[config.mk]
export PLATFORM = sky130hd
export DESIGN_NAME = hlfa_ctrl
export DESIGN_NICKNAME = d
export VERILOG_FILES = /design/src/hlfa_pkg.sv /design/src/hlfa_ctrl.sv
export VERILOG_INCLUDE_DIRS = /design/src /design/src/src
export SDC_FILE = /design/constraint.sdc
export NUM_CORES = 1
export LEC_CHECK = 0
export BUFFER_PORTS_ARGS = -buffer_cell sky130_fd_sc_hd__buf_4
export CAP_MARGIN = 20
export CORE_ASPECT_RATIO = 1.2
export CORE_MARGIN = 4
export CORE_UTILIZATION = 47
export DETAILED_ROUTE_END_ITERATION = 7
export GPL_TIMING_DRIVEN = 0
export PLACE_DENSITY_LB_ADDON = 0.25
export SETUP_SLACK_MARGIN = 0.2
export SYNTH_ARGS = -nofsm -noshare
export SYNTH_HDL_FRONTEND = slang
export SYNTH_SLANG_ARGS = --single-unit
[constraint.sdc]
create_clock -name clock -period 2.3 [get_ports clock]
set_clock_uncertainty 0.05 [all_clocks]
set_input_delay 0.46 -clock clock [delete_from_list [all_inputs] [get_ports clock]]
set_output_delay 0.46 -clock clock [all_outputs]
set_load 0.01 [all_outputs]
[src/hole_list_fit_allocator_macros.svh]
// Assertion macros shared by the hole list allocator modules.
// Each macro expects signals named clock and reset in the module that uses it.
`ifndef HOLE_LIST_FIT_ALLOCATOR_MACROS_SVH
`define HOLE_LIST_FIT_ALLOCATOR_MACROS_SVH

// The expression holds at every clock edge outside reset.
`define HLFA_ASSERT_ALWAYS(label, expr, msg) \
   label: assert property (@(posedge clock) disable iff (reset) (expr)) \
      else $error(msg);

// The consequence holds in the same cycle as the trigger.
`define HLFA_ASSERT_IMP(label, ante, cons, msg) \
   label: assert property (@(posedge clock) disable iff (reset) (ante) |-> (cons)) \
      else $error(msg);

// The consequence holds in the cycle after the trigger.
`define HLFA_ASSERT_NEXT(label, ante, cons, msg) \
   label: assert property (@(posedge clock) disable iff (reset) (ante) |=> (cons)) \
      else $error(msg);

`endif

[src/hlfa_pkg.sv]
// Shared types, field widths and codes for the hole list fit allocator.
// Used by the channel interfaces and every module of the block; no dependencies.
`timescale 1ns / 1ps

package hlfa_pkg;

   // Default number of holes the table can hold.
   localparam int HLFA_TABLE_DEPTH = 64;

   // Field widths of the request and response channels.
   localparam int MODE_W      = 2;
   localparam int SIZE_W      = 32;
   localparam int INDEX_IN_W  = 6;
   localparam int STATUS_W    = 2;
   localparam int FOUND_W     = 6;
   localparam int COUNT_OUT_W = 7;
   localparam int POLICY_W    = 2;

   // Register port geometry: one 32-bit register per word.
   localparam int CSR_DATA_W  = 32;
   localparam int CSR_ADDR_W  = 3;
   localparam int REG_IDX_W   = CSR_ADDR_W - 2;

   typedef logic [REG_IDX_W-1:0] reg_idx_type;
   localparam reg_idx_type REG_FIT_POLICY = '0;

   typedef enum logic [MODE_W-1:0] {
      MODE_ADD    = 2'd0,
      MODE_FIND   = 2'd1,
      MODE_PEEK   = 2'd2,
      MODE_DELETE = 2'd3
   } mode_type;

   typedef enum logic [STATUS_W-1:0] {
      STATUS_OK        = 2'd0,
      STATUS_NO_FIT    = 2'd1,
      STATUS_FULL      = 2'd2,
      STATUS_BAD_INDEX = 2'd3
   } status_type;

   // Policy code 3 selects no placement rule: adds are ignored.
   typedef enum logic [POLICY_W-1:0] {
      POLICY_FIRST = 2'd0,
      POLICY_BEST  = 2'd1,
      POLICY_WORST = 2'd2,
      POLICY_NONE  = 2'd3
   } policy_type;

   // One stored hole.
   typedef struct packed {
      logic [SIZE_W-1:0] hole_size;
      logic [SIZE_W-1:0] hole_offset;
   } entry_type;

   // Datapath commands.
   typedef enum logic [2:0] {
      PTR_HOLD  = 3'd0,
      PTR_ZERO  = 3'd1,
      PTR_INDEX = 3'd2,
      PTR_OUTER = 3'd3,
      PTR_INC   = 3'd4,
      PTR_DEC   = 3'd5
   } ptr_op_type;

   typedef enum logic [1:0] {
      RD_PTR    = 2'd0,
      RD_PTR_M1 = 2'd1,
      RD_PTR_P1 = 2'd2,
      RD_OUTER  = 2'd3
   } rd_src_type;

   typedef enum logic [1:0] {
      OUTER_HOLD = 2'd0,
      OUTER_INIT = 2'd1,
      OUTER_INC  = 2'd2
   } outer_op_type;

   typedef enum logic [1:0] {
      WR_NONE         = 2'd0,
      WR_NEW_AT_END   = 2'd1,
      WR_ENTRY_AT_PTR = 2'd2,
      WR_KEY_AT_PTR   = 2'd3
   } wr_sel_type;

   typedef enum logic [1:0] {
      FLAG_HOLD   = 2'd0,
      FLAG_APPEND = 2'd1,
      FLAG_SORTED = 2'd2,
      FLAG_DELETE = 2'd3
   } flag_op_type;

   typedef enum logic [1:0] {
      COUNT_HOLD = 2'd0,
      COUNT_INC  = 2'd1,
      COUNT_DEC  = 2'd2
   } count_op_type;

   // Controller to datapath.
   typedef struct packed {
      logic         capture;
      ptr_op_type   ptr_op;
      rd_src_type   rd_src;
      outer_op_type outer_op;
      wr_sel_type   wr_sel;
      flag_op_type  flag_op;
      count_op_type count_op;
      logic         key_load;
      logic         set_status;
      status_type   status_code;
      logic         set_found;
      logic         take_removed;
      logic         rsp_load;
   } dp_cmd_type;

   // Datapath to controller.
   typedef struct packed {
      mode_type mode;
      logic     full;
      logic     empty;
      logic     idx_bad;
      logic     sort_trivial;
      logic     outer_last;
      logic     shift_go;
      logic     fit_hit;
      logic     ptr_last;
      logic     del_last;
   } dp_status_type;

endpackage

[src/hlfa_ctrl.sv]
// Controller of the hole list fit allocator: sequences add, find, peek and delete.
// Depends on hlfa_pkg; drives hlfa_dp through the command struct.
`timescale 1ns / 1ps
`include "hole_list_fit_allocator_macros.svh"

module hlfa_ctrl import hlfa_pkg::*; (
   input  logic          clock,
   input  logic          reset,
   input  logic          req_valid,
   output logic          req_ready,
   output logic          rsp_valid,
   input  logic          rsp_ready,
   input  policy_type    fit_policy,
   input  dp_status_type status,
   output dp_cmd_type    cmd
);

   typedef enum logic [10:0] {
      S_IDLE      = 11'b000_0000_0001,
      S_DISPATCH  = 11'b000_0000_0010,
      S_APPEND    = 11'b000_0000_0100,
      S_SORT_INIT = 11'b000_0000_1000,
      S_KEY       = 11'b000_0001_0000,
      S_SHIFT     = 11'b000_0010_0000,
      S_FIND      = 11'b000_0100_0000,
      S_PEEK      = 11'b000_1000_0000,
      S_DEL_READ  = 11'b001_0000_0000,
      S_DEL_SHIFT = 11'b010_0000_0000,
      S_FINISH    = 11'b100_0000_0000
   } ctrl_state_type;

   ctrl_state_type state_ff, state_in;
   logic           rsp_valid_ff, rsp_valid_in;
   logic           out_free;

   assign out_free = !rsp_valid_ff || rsp_ready;

   // Next state and datapath commands.
   always_comb begin
      state_in         = state_ff;
      cmd              = '0;
      cmd.status_code  = STATUS_OK;
      req_ready        = 1'b0;
      case (state_ff)
         S_IDLE: begin
            req_ready = 1'b1;
            if (req_valid) begin
               cmd.capture = 1'b1;
               state_in    = S_DISPATCH;
            end
         end
         S_DISPATCH: begin
            case (status.mode)
               MODE_ADD: begin
                  if (fit_policy == POLICY_NONE) begin
                     state_in = S_FINISH;
                  end else if (status.full) begin
                     cmd.set_status  = 1'b1;
                     cmd.status_code = STATUS_FULL;
                     state_in        = S_FINISH;
                  end else begin
                     state_in = S_APPEND;
                  end
               end
               MODE_FIND: begin
                  if (status.empty) begin
                     cmd.set_status  = 1'b1;
                     cmd.status_code = STATUS_NO_FIT;
                     state_in        = S_FINISH;
                  end else begin
                     cmd.ptr_op = PTR_ZERO;
                     cmd.rd_src = RD_PTR;
                     state_in   = S_FIND;
                  end
               end
               MODE_PEEK: begin
                  cmd.ptr_op = PTR_ZERO;
                  cmd.rd_src = RD_PTR;
                  state_in   = S_PEEK;
               end
               MODE_DELETE: begin
                  if (status.idx_bad) begin
                     cmd.set_status  = 1'b1;
                     cmd.status_code = STATUS_BAD_INDEX;
                     state_in        = S_FINISH;
                  end else begin
                     cmd.ptr_op = PTR_INDEX;
                     cmd.rd_src = RD_PTR;
                     state_in   = S_DEL_READ;
                  end
               end
               default: begin
                  state_in = S_FINISH;
               end
            endcase
         end
         S_APPEND: begin
            cmd.wr_sel   = WR_NEW_AT_END;
            cmd.count_op = COUNT_INC;
            if (fit_policy == POLICY_FIRST) begin
               cmd.flag_op = FLAG_APPEND;
               state_in    = S_FINISH;
            end else begin
               state_in = S_SORT_INIT;
            end
         end
         S_SORT_INIT: begin
            if (status.sort_trivial) begin
               cmd.flag_op = FLAG_SORTED;
               state_in    = S_FINISH;
            end else begin
               cmd.outer_op = OUTER_INIT;
               cmd.rd_src   = RD_OUTER;
               state_in     = S_KEY;
            end
         end
         S_KEY: begin
            // Take the entry to place and start comparing downward.
            cmd.key_load = 1'b1;
            cmd.ptr_op   = PTR_OUTER;
            cmd.rd_src   = RD_PTR_M1;
            state_in     = S_SHIFT;
         end
         S_SHIFT: begin
            if (status.shift_go) begin
               cmd.wr_sel = WR_ENTRY_AT_PTR;
               cmd.ptr_op = PTR_DEC;
               cmd.rd_src = RD_PTR_M1;
            end else begin
               cmd.wr_sel = WR_KEY_AT_PTR;
               if (status.outer_last) begin
                  cmd.flag_op = FLAG_SORTED;
                  state_in    = S_FINISH;
               end else begin
                  cmd.outer_op = OUTER_INC;
                  cmd.rd_src   = RD_OUTER;
                  state_in     = S_KEY;
               end
            end
         end
         S_FIND: begin
            if (status.fit_hit) begin
               cmd.set_found = 1'b1;
               state_in      = S_FINISH;
            end else if (status.ptr_last) begin
               cmd.set_status  = 1'b1;
               cmd.status_code = STATUS_NO_FIT;
               state_in        = S_FINISH;
            end else begin
               cmd.ptr_op = PTR_INC;
               cmd.rd_src = RD_PTR;
            end
         end
         S_PEEK: begin
            if (status.empty || !status.fit_hit) begin
               cmd.set_status  = 1'b1;
               cmd.status_code = STATUS_NO_FIT;
            end
            state_in = S_FINISH;
         end
         S_DEL_READ: begin
            cmd.take_removed = 1'b1;
            if (status.ptr_last) begin
               cmd.count_op = COUNT_DEC;
               cmd.flag_op  = FLAG_DELETE;
               state_in     = S_FINISH;
            end else begin
               cmd.rd_src = RD_PTR_P1;
               state_in   = S_DEL_SHIFT;
            end
         end
         S_DEL_SHIFT: begin
            // Move the next entry down over the gap.
            cmd.wr_sel = WR_ENTRY_AT_PTR;
            cmd.ptr_op = PTR_INC;
            if (status.del_last) begin
               cmd.count_op = COUNT_DEC;
               cmd.flag_op  = FLAG_DELETE;
               state_in     = S_FINISH;
            end else begin
               cmd.rd_src = RD_PTR_P1;
            end
         end
         S_FINISH: begin
            if (out_free) begin
               cmd.rsp_load = 1'b1;
               state_in     = S_IDLE;
            end
         end
         default: begin
            state_in = S_IDLE;
         end
      endcase
   end

   // Response valid flag beside the datapath's response register.
   always_comb begin
      rsp_valid_in = rsp_valid_ff;
      if (cmd.rsp_load) begin
         rsp_valid_in = 1'b1;
      end else if (rsp_ready) begin
         rsp_valid_in = 1'b0;
      end
   end

   always_ff @(posedge clock) begin
      if (reset) begin
         state_ff     <= S_IDLE;
         rsp_valid_ff <= 1'b0;
      end else begin
         state_ff     <= state_in;
         rsp_valid_ff <= rsp_valid_in;
      end
   end

   assign rsp_valid = rsp_valid_ff;

   // Sequencing checks.
   `HLFA_ASSERT_NEXT(a_busy_after_accept, req_valid && req_ready, !req_ready, "ready right after accepting a request")
   `HLFA_ASSERT_IMP(a_load_needs_room, cmd.rsp_load, out_free, "response overwritten before it was taken")
   `HLFA_ASSERT_IMP(a_valid_from_finish, $rose(rsp_valid_ff), $past(state_ff) == S_FINISH, "response raised outside finish")

endmodule

# == Yosys cells after proc, flatten, opt, wreduce, memory -nomap -nowiden ==
# Index checks and enable logic that the tools add are counted.
# word_totals
reg_bits,12
latch_bits,0
ram_bits,0
rom_bits,0
output_inout_bits,23
elab_cells,91
mem_count,0
# op_classes
addsub,0
mul,0
n_div,0
magnitude_cmp,0
n_eq_ne,20
n_shift,0
muxes,61
bitwise_logic,0
n_reduce_logical,8
# ops
cell,n
$mux W11,14
$pmux W11 S11,1
$pmux W11 S4,1
$mux W3,9
$mux W4,5
$pmux W3 S3,2
$pmux W3 S5,1
$mux W2,7
$pmux W2 S7,1
$mux W1,13
$pmux W2 S3,2
$pmux W4 S3,1
$eq A11 B1 Y1 const B,1
$eq A11 B10 Y1 const B,1
$eq A11 B11 Y1 const B,1
$eq A11 B2 Y1 const B,1
$eq A11 B3 Y1 const B,1
$eq A11 B4 Y1 const B,1
$eq A11 B5 Y1 const B,1
$eq A11 B6 Y1 const B,1
$eq A11 B7 Y1 const B,1
$eq A11 B8 Y1 const B,1
$eq A11 B9 Y1 const B,1
$mux W5,2
other kinds (11),19

# == Longest topological paths before layout ==
# Gate-level depths: netlist of the first run.
# depth
depth_word,5
ltp_mapped,7

# == Worst setup path before layout of the first run ==
# Ideal clock, no wire load.
# synth_timing
kind,register to output
from,reg state_ff[5]
to,out cmd[9] in the netlist's numbering
arrival_time_ps,1689
path_slack_ps,101
stages_incl_launch_ff,7
path_buffers,1
path_cell_list,dfxtp_1 -> clkbuf_1 -> nor4_4 -> nand3_1 -> or3b_1 -> inv_1 -> a21o_1
# synth_rtl
element,line,rtl
from (decl),hlfa_ctrl.sv:32,"ctrl_state_type state_ff, state_in;"
from (signal assigned),hlfa_ctrl.sv:211,state_ff <= state_in;
to (decl),hlfa_ctrl.sv:15,output dp_cmd_type cmd

==> results of run 1 <==
-- sequential cells by signal (all words and copies together), names as in the netlist --
| name | cells |
|---|---|
| rsp_valid | 1 |
| state_ff | 11 |
-- stage by stage --
step           area [sq um]  cells  utilization
6_report               1980    262        0.924
5_1_grt                1980    262        0.924
4_1_cts                1800    249        0.843
3_5_place_dp           1440    223        0.672
3_3_place_gp           1440    223        0.672
2_1_floorplan          1110    155            -
-- worst max-delay path by stage --
stage	from	end	slack, ns	cells past startpoint
floorplan	state_ff[7]$_SDFFE_PP0P_	cmd[9]	0.11	6
global placement	state_ff[7]$_SDFFE_PP0P_	cmd[18]	-0.17	6
detailed placement	state_ff[8]$_SDFFE_PP0P_	cmd[18]	-0.23	6
CTS	state_ff[4]$_SDFFE_PP0P_	cmd[18]	-0.15	7
global route	state_ff[6]$_SDFFE_PP0P_	cmd[5]	-0.34	7
finish	state_ff[4]$_SDFFE_PP0P_	cmd[19]	-0.28	8
-- synth_stat cells (all sizes together), types with 2 or more instances --
cell    number  area [sq um]
nor2        23          86.3
o31ai        2          15.0
xor2         2          17.5
a21o         3          22.5
nand4        3          18.8
nor2b        3          18.8
nand2        9          36.3
o211ai       3          22.5
nand3b       3          22.5
nor3b        2          15.0
or3          5          31.3
mux2i        2          20.0
and2         2          12.5
buf          3          23.8
nand2b       7          43.8
a22oi        2          15.0
dfxtp       12           240
nor4b        3          26.3
nor3         5          30.0
a21oi        6          30.0
o21ai       10          50.0
nand3        8          40.0
inv          9          33.8
nor4         6          67.6
clkbuf       6          22.5
-- critical path, cell delays in order, from the launching register on --
cell	delay, ns
dfxtp_2	0.33
buf_6	0.12
buf_4	0.13
buf_6	0.13
nor4b_4	0.43
buf_4	0.19
a22oi_2	0.09
o21ai_1	0.21
buf_4	0.16
-- final cells by class --
cell class | instances | area (sq um)
Multi-Input combinational cell | 125 | 946
Timing Repair Buffer | 74 | 616
Sequential cell | 12 | 253
Fill cell | 78 | 163
Buffer | 9 | 66.3
Tap cell | 30 | 37.5
Inverter | 9 | 36.3
Clock buffer | 3 | 22.5
-- power breakdown --
group          total, mW  internal [mW]  switching, mW
Combinational      0.403          0.198          0.206
Clock              0.141         0.0608         0.0805
Sequential         0.239          0.222         0.0178
-- logic make-up (layout without fill, tap and decap cells) --
group | after synthesis | count (layout)
and+or+nand+nor | 85 | 85
AOI/OAI and AO/OA | 35 | 35
buffers and inverters | 18 | 95
DFF | 12 | 12
xor gates and xnor gates | 3 | 3
muxes | 2 | 2
-- repair_timing --
action,4_1_cts,5_1_grt
resized for setup,51,21
setup buffers,23,13
endpoints found under the setup margin,23,24
pin swaps,12,8
-- layer usage --
layer,track usage,wire [um],vias up
met3,0.0663,609,44
li1,-,-,718
met2,0.530,2570,150
met4,0.184,358,0
met5,0,0,-
met1,0.316,1950,778
==> summary.txt, run 1 <==
Outcome
  • Outcome: finished with violations
  • Failing checks: DRC, setup timing

Final layout
  • Nets: 251
  • Most frequent cells in the layout: 60 x buf_4, 20 x nor2_1, 18 x buf_6
  • Share of layout cells above drive strength 1: 0.543
  • Most common cell after layout, fill and taps aside: buf_4
  • Layout area overhead: 80.6%
  • Number of diodes: 0

Synth
  • Syn nets: 172
  • XOR/XNOR Fraction of Synth Area: 0.0240
  • Seq cells post-synth: 12
  • Top_reg_cell synth: dfxtp_1
  • YS warnings: 0
  • Avg Synthesized Cell Area: 7.06 sq um
  • Seq/Total Area, Yosys: 0.219
  • Post-synth EDFFs: 0
  • Mux cell area share after synthesis: 0.0183
  • Post-synthesis adder-cell area fraction: 0
  • Synth Area in Compound Gates: 0.209
  • Cell count after synthesis: 155
  • Mapped Area: 0.00109 sq mm
  • Async S/R FF share, synth: 0
  • Largest family of logic cells by synthesized area: simple AND/OR/NAND/NOR gates
  • Cell variety after synth: 47
  • Post-synthesis simple-gate area fraction: 0.456

Setup path
  • Critical path arrival: 2.07 ns
  • Reg2reg end: state_ff[3]$_SDFFE_PP0P_
  • Critical Path RT: 1.79 ns
  • Reg2reg path depth: 10
  • CP Class: reg2out
  • Critical Path End Type: primary output
  • Worst Path Max Fanout: 5
  • CP Launch Type: register
  • RR Startpoint: state_ff[4]$_SDFFE_PP0P_
  • R2r setup slk: 0.09 ns

Power and ir drop
  • Total power: 784 uW
  • Pleak: 0.870 nW
  • VDD IR max: 0.000466 V
  • Pwr dens: 397 mW/mm^2

STA
  • Hold Slack: 0.368 ns
  • Minimum clock period: 2.58 ns
  • Final period util: 1.12
  • Worst-Margin Slew: 0.722 ns
  • Worst slew margin: 0.512
  • Final Setup Violations: 18
  • RSZ-0062 raised after global routing: true
  • Final worst slack: -0.284 ns
  • Total negative slack: -2.96 ns
  • Fmax: 0.387 GHz
  • Final hold vios: 0
  • Slew Limit Fails: 0

Drt
  • Antenna-violating nets left: 0
  • Routed wire length: 5.49 mm
  • Initial DRC count: 147
  • DRC: 2
  • Pre-antenna DRT Iters: 7
  • Routed vias: 1,690
  • Wire per inst: 21.0 um
  • Avg Vias per Cell: 6.45

Hold path
  • Hold Crit Class: in2reg
  • Worst Hold Path Cells: 2
  • Critical hold path startpoint: reset
  • Worst Hold End: state_ff[5]$_SDFFE_PP0P_

Die
  • Die ar.: 0.00317 sq mm
  • Die X: 52.1 um
  • Starting Density: 0.512
  • Ports: 40
  • Die Ht: 60.9 um
  • Num rows: 18
  • Core Region: 0.00214 sq mm

Place
  • HPWL after DPL: 2.55 mm
  • Worst slack, placed: -0.234 ns
  • Port bufs: 38
  • GPL Wtd Cong: 0.883

Flow run
  • Max cap viols: 0

CTS
  • Number of hold buffers added after CTS: 0
  • CTS tree: yes
  • Sink Count: 12
  • Clk Latency, worst-skew pair: 0.28 ns
  • Clk pin slew, worst setup/hold paths: 0.08 ns
  • CTS Buf Count: 3
  • H-Tree Depth: 1
  • Root Buffer: clkbuf_4
  • Clock Path Buffers: 2

Global routing
  • Largest net degree at the start of global routing: 11
  • Gr ovfl total: 0
  • Antenna violations before repair: 0
  • Vias in the first global route: 1,498
  • Total Routing Usage GR: 0.297
  • Global-route wire length before repair: 6.99 mm
No activity file was read; power rests on OpenSTA's default activity.
==> run 2: changes to the inputs <==
CAP_MARGIN = not set   (was 20)
CTS_BUF_LIST = sky130_fd_sc_hd__clkbuf_8 sky130_fd_sc_hd__clkbuf_16   (was not set)
==> run 2 against run 1 <==
The run ends with setup timing left. Cell count decreased by 0.38%. Largest power group unchanged. Design area increased by 1.4%. Flip-flop and latch count did not move. Critical path type unchanged. Via count increased by 0.65%. Worst setup slack gained 0.047 ns. Die area is the same.
==> summary.txt, run 2 (synthesized netlist as in run 1, its figures left out) <==
Outcome
  • Outcome: finished with violations
  • Failing checks: setup timing

Place
  • Placed insts: 223
  • Port bufs: 38
  • GPL Wtd Cong: 0.883
  • Worst slack, placed: -0.234 ns
  • HPWL after DPL: 2.55 mm

Global routing
  • Antenna violations before repair: 0
  • Gr ovfl total: 0
  • Vias in the first global route: 1,458
  • Total Routing Usage GR: 0.288
  • Largest net degree at the start of global routing: 11
  • Global-route wire length before repair: 6.76 mm

STA
  • Final Setup Violations: 17
  • Fmax: 0.394 GHz
  • Final period util: 1.10
  • Slew Limit Fails: 0
  • Total negative slack: -2.20 ns
  • RSZ-0062 raised after global routing: true
  • Worst-Margin Slew: 0.648 ns
  • Minimum clock period: 2.54 ns
  • Worst slew margin: 0.567
  • Final hold vios: 0
  • Final worst slack: -0.237 ns

Drt
  • DRC: 0
  • Avg Vias per Cell: 6.52
  • Initial DRC count: 136
  • Antenna-violating nets left: 0
  • Routed vias: 1,701
  • Routed wire length: 5.84 mm
  • Pre-antenna DRT Iters: 4
  • Wire per inst: 22.4 um

Die
  • Starting Density: 0.512
  • Ports: 40
  • Num rows: 18
  • Die ar.: 0.00317 sq mm
  • Die Ht: 60.9 um
  • Core Region: 0.00214 sq mm
  • Die X: 52.1 um

Setup path
  • Worst Path Buf+Inv: 4
  • CP Class: reg2out
  • Worst Path Max Fanout: 10
  • CP max stage delay: 0.44 ns
  • Critical Path End Type: primary output
  • Crit path cell chain: clkbuf_4 -> nor3_4 -> buf_4 -> nand3_4 -> or3b_4 -> inv_2 -> a21o_1 -> buf_6
  • Max stage delay cell, worst path: or3b_4
  • CP top delay family: simple AND/OR/NAND/NOR gates
  • CP Launch Type: register
  • Critical path arrival: 2.03 ns
  • Critical Path RT: 1.79 ns

CTS
  • Clk pin slew, worst setup/hold paths: 0.06 ns
  • CTS tree: yes
  • CTS Buf Count: 3
  • Clk Latency, worst-skew pair: 0.25 ns
  • Sink Count: 12
  • Root Buffer: clkbuf_8
  • H-Tree Depth: 1
  • Clock Path Buffers: 2

Power and ir drop
  • Pwr dens: 403 mW/mm^2
  • Total power: 807 uW
  • Pleak: 0.868 nW
  • VDD IR max: 0.000601 V

Final layout
  • Non-filler cells, final: 261
  • Max FFs per register: 11
  • Nets: 250
  • Number of diodes: 0
  • Layout area overhead: 83.1%
  • Share of layout cells above drive strength 1: 0.545
  • Most frequent cells in the layout: 61 x buf_4, 19 x nor2_1, 16 x buf_6
  • Largest register by flop count: state_ff
  • Most common cell after layout, fill and taps aside: buf_4

Flow run
  • Max cap viols: 0

Hold path
  • Hold Crit Class: in2reg
## run 2: cell types whose count changed in the layout (fill, tap and decap cells not counted), sizes merged
cell / previous run / this run
clkbuf: 8 / 7
## run 2: area by class of cell
type,instances,area [sq um]
fillers,61,135
well taps,30,37.5
flip-flops and latches,12,249
repair buffers,73,613
clock buffers,3,41.3
multi-input cells,125,958
inverters,9,36.3
plain buffers,9,68.8
## run 2: timing repair
item / in CTS / in global routing
gates resized for setup: 44 / 31
cloned: 0 / 0
pin swaps: 11 / 15
endpoints found under the setup margin: 23 / 23
hold buffers: 0 / 0
buffers inserted: 20 / 15
## run 2: power by group
part,internal [mW],total (mW),switching (mW)
logic,0.171,0.362,0.190
registers,0.221,0.239,0.0176
clock network,0.116,0.207,0.0911
total,0.508,0.807,0.299
## run 2: metrics by stage
step                      instance area, sq um  hold WS [ns]   util
after CTS                                 1770         0.393  0.826
after detailed placement                  1440         0.492  0.672
final                                     2000         0.400  0.937
after floorplan                           1110         0.479      -
after global placement                    1440         0.483  0.672
after global routing                      2000         0.413  0.937
## run 2: final timing paths
check                                start                   endpoint  slack [ns]  depth (start not counted)
hold / removal                       reset     rsp_valid$_SDFFE_PP0P_        0.40                          2
setup / recovery  state_ff[8]$_SDFFE_PP0P_                     cmd[9]       -0.24                          8
hold reg to reg     rsp_valid$_SDFFE_PP0P_     rsp_valid$_SDFFE_PP0P_        0.57                          2
setup reg to reg  state_ff[8]$_SDFFE_PP0P_  state_ff[10]$_SDFFE_PP0P_        0.05                          9
## run 2: routing by layer
layer | GRT usage | wire, um | vias up
met4 | 0.146 | 346 | 0
met2 | 0.513 | 2830 | 151
met5 | 0 | 0 | -
met3 | 0.0590 | 602 | 37
li1 | - | - | 718
met1 | 0.321 | 2060 | 795
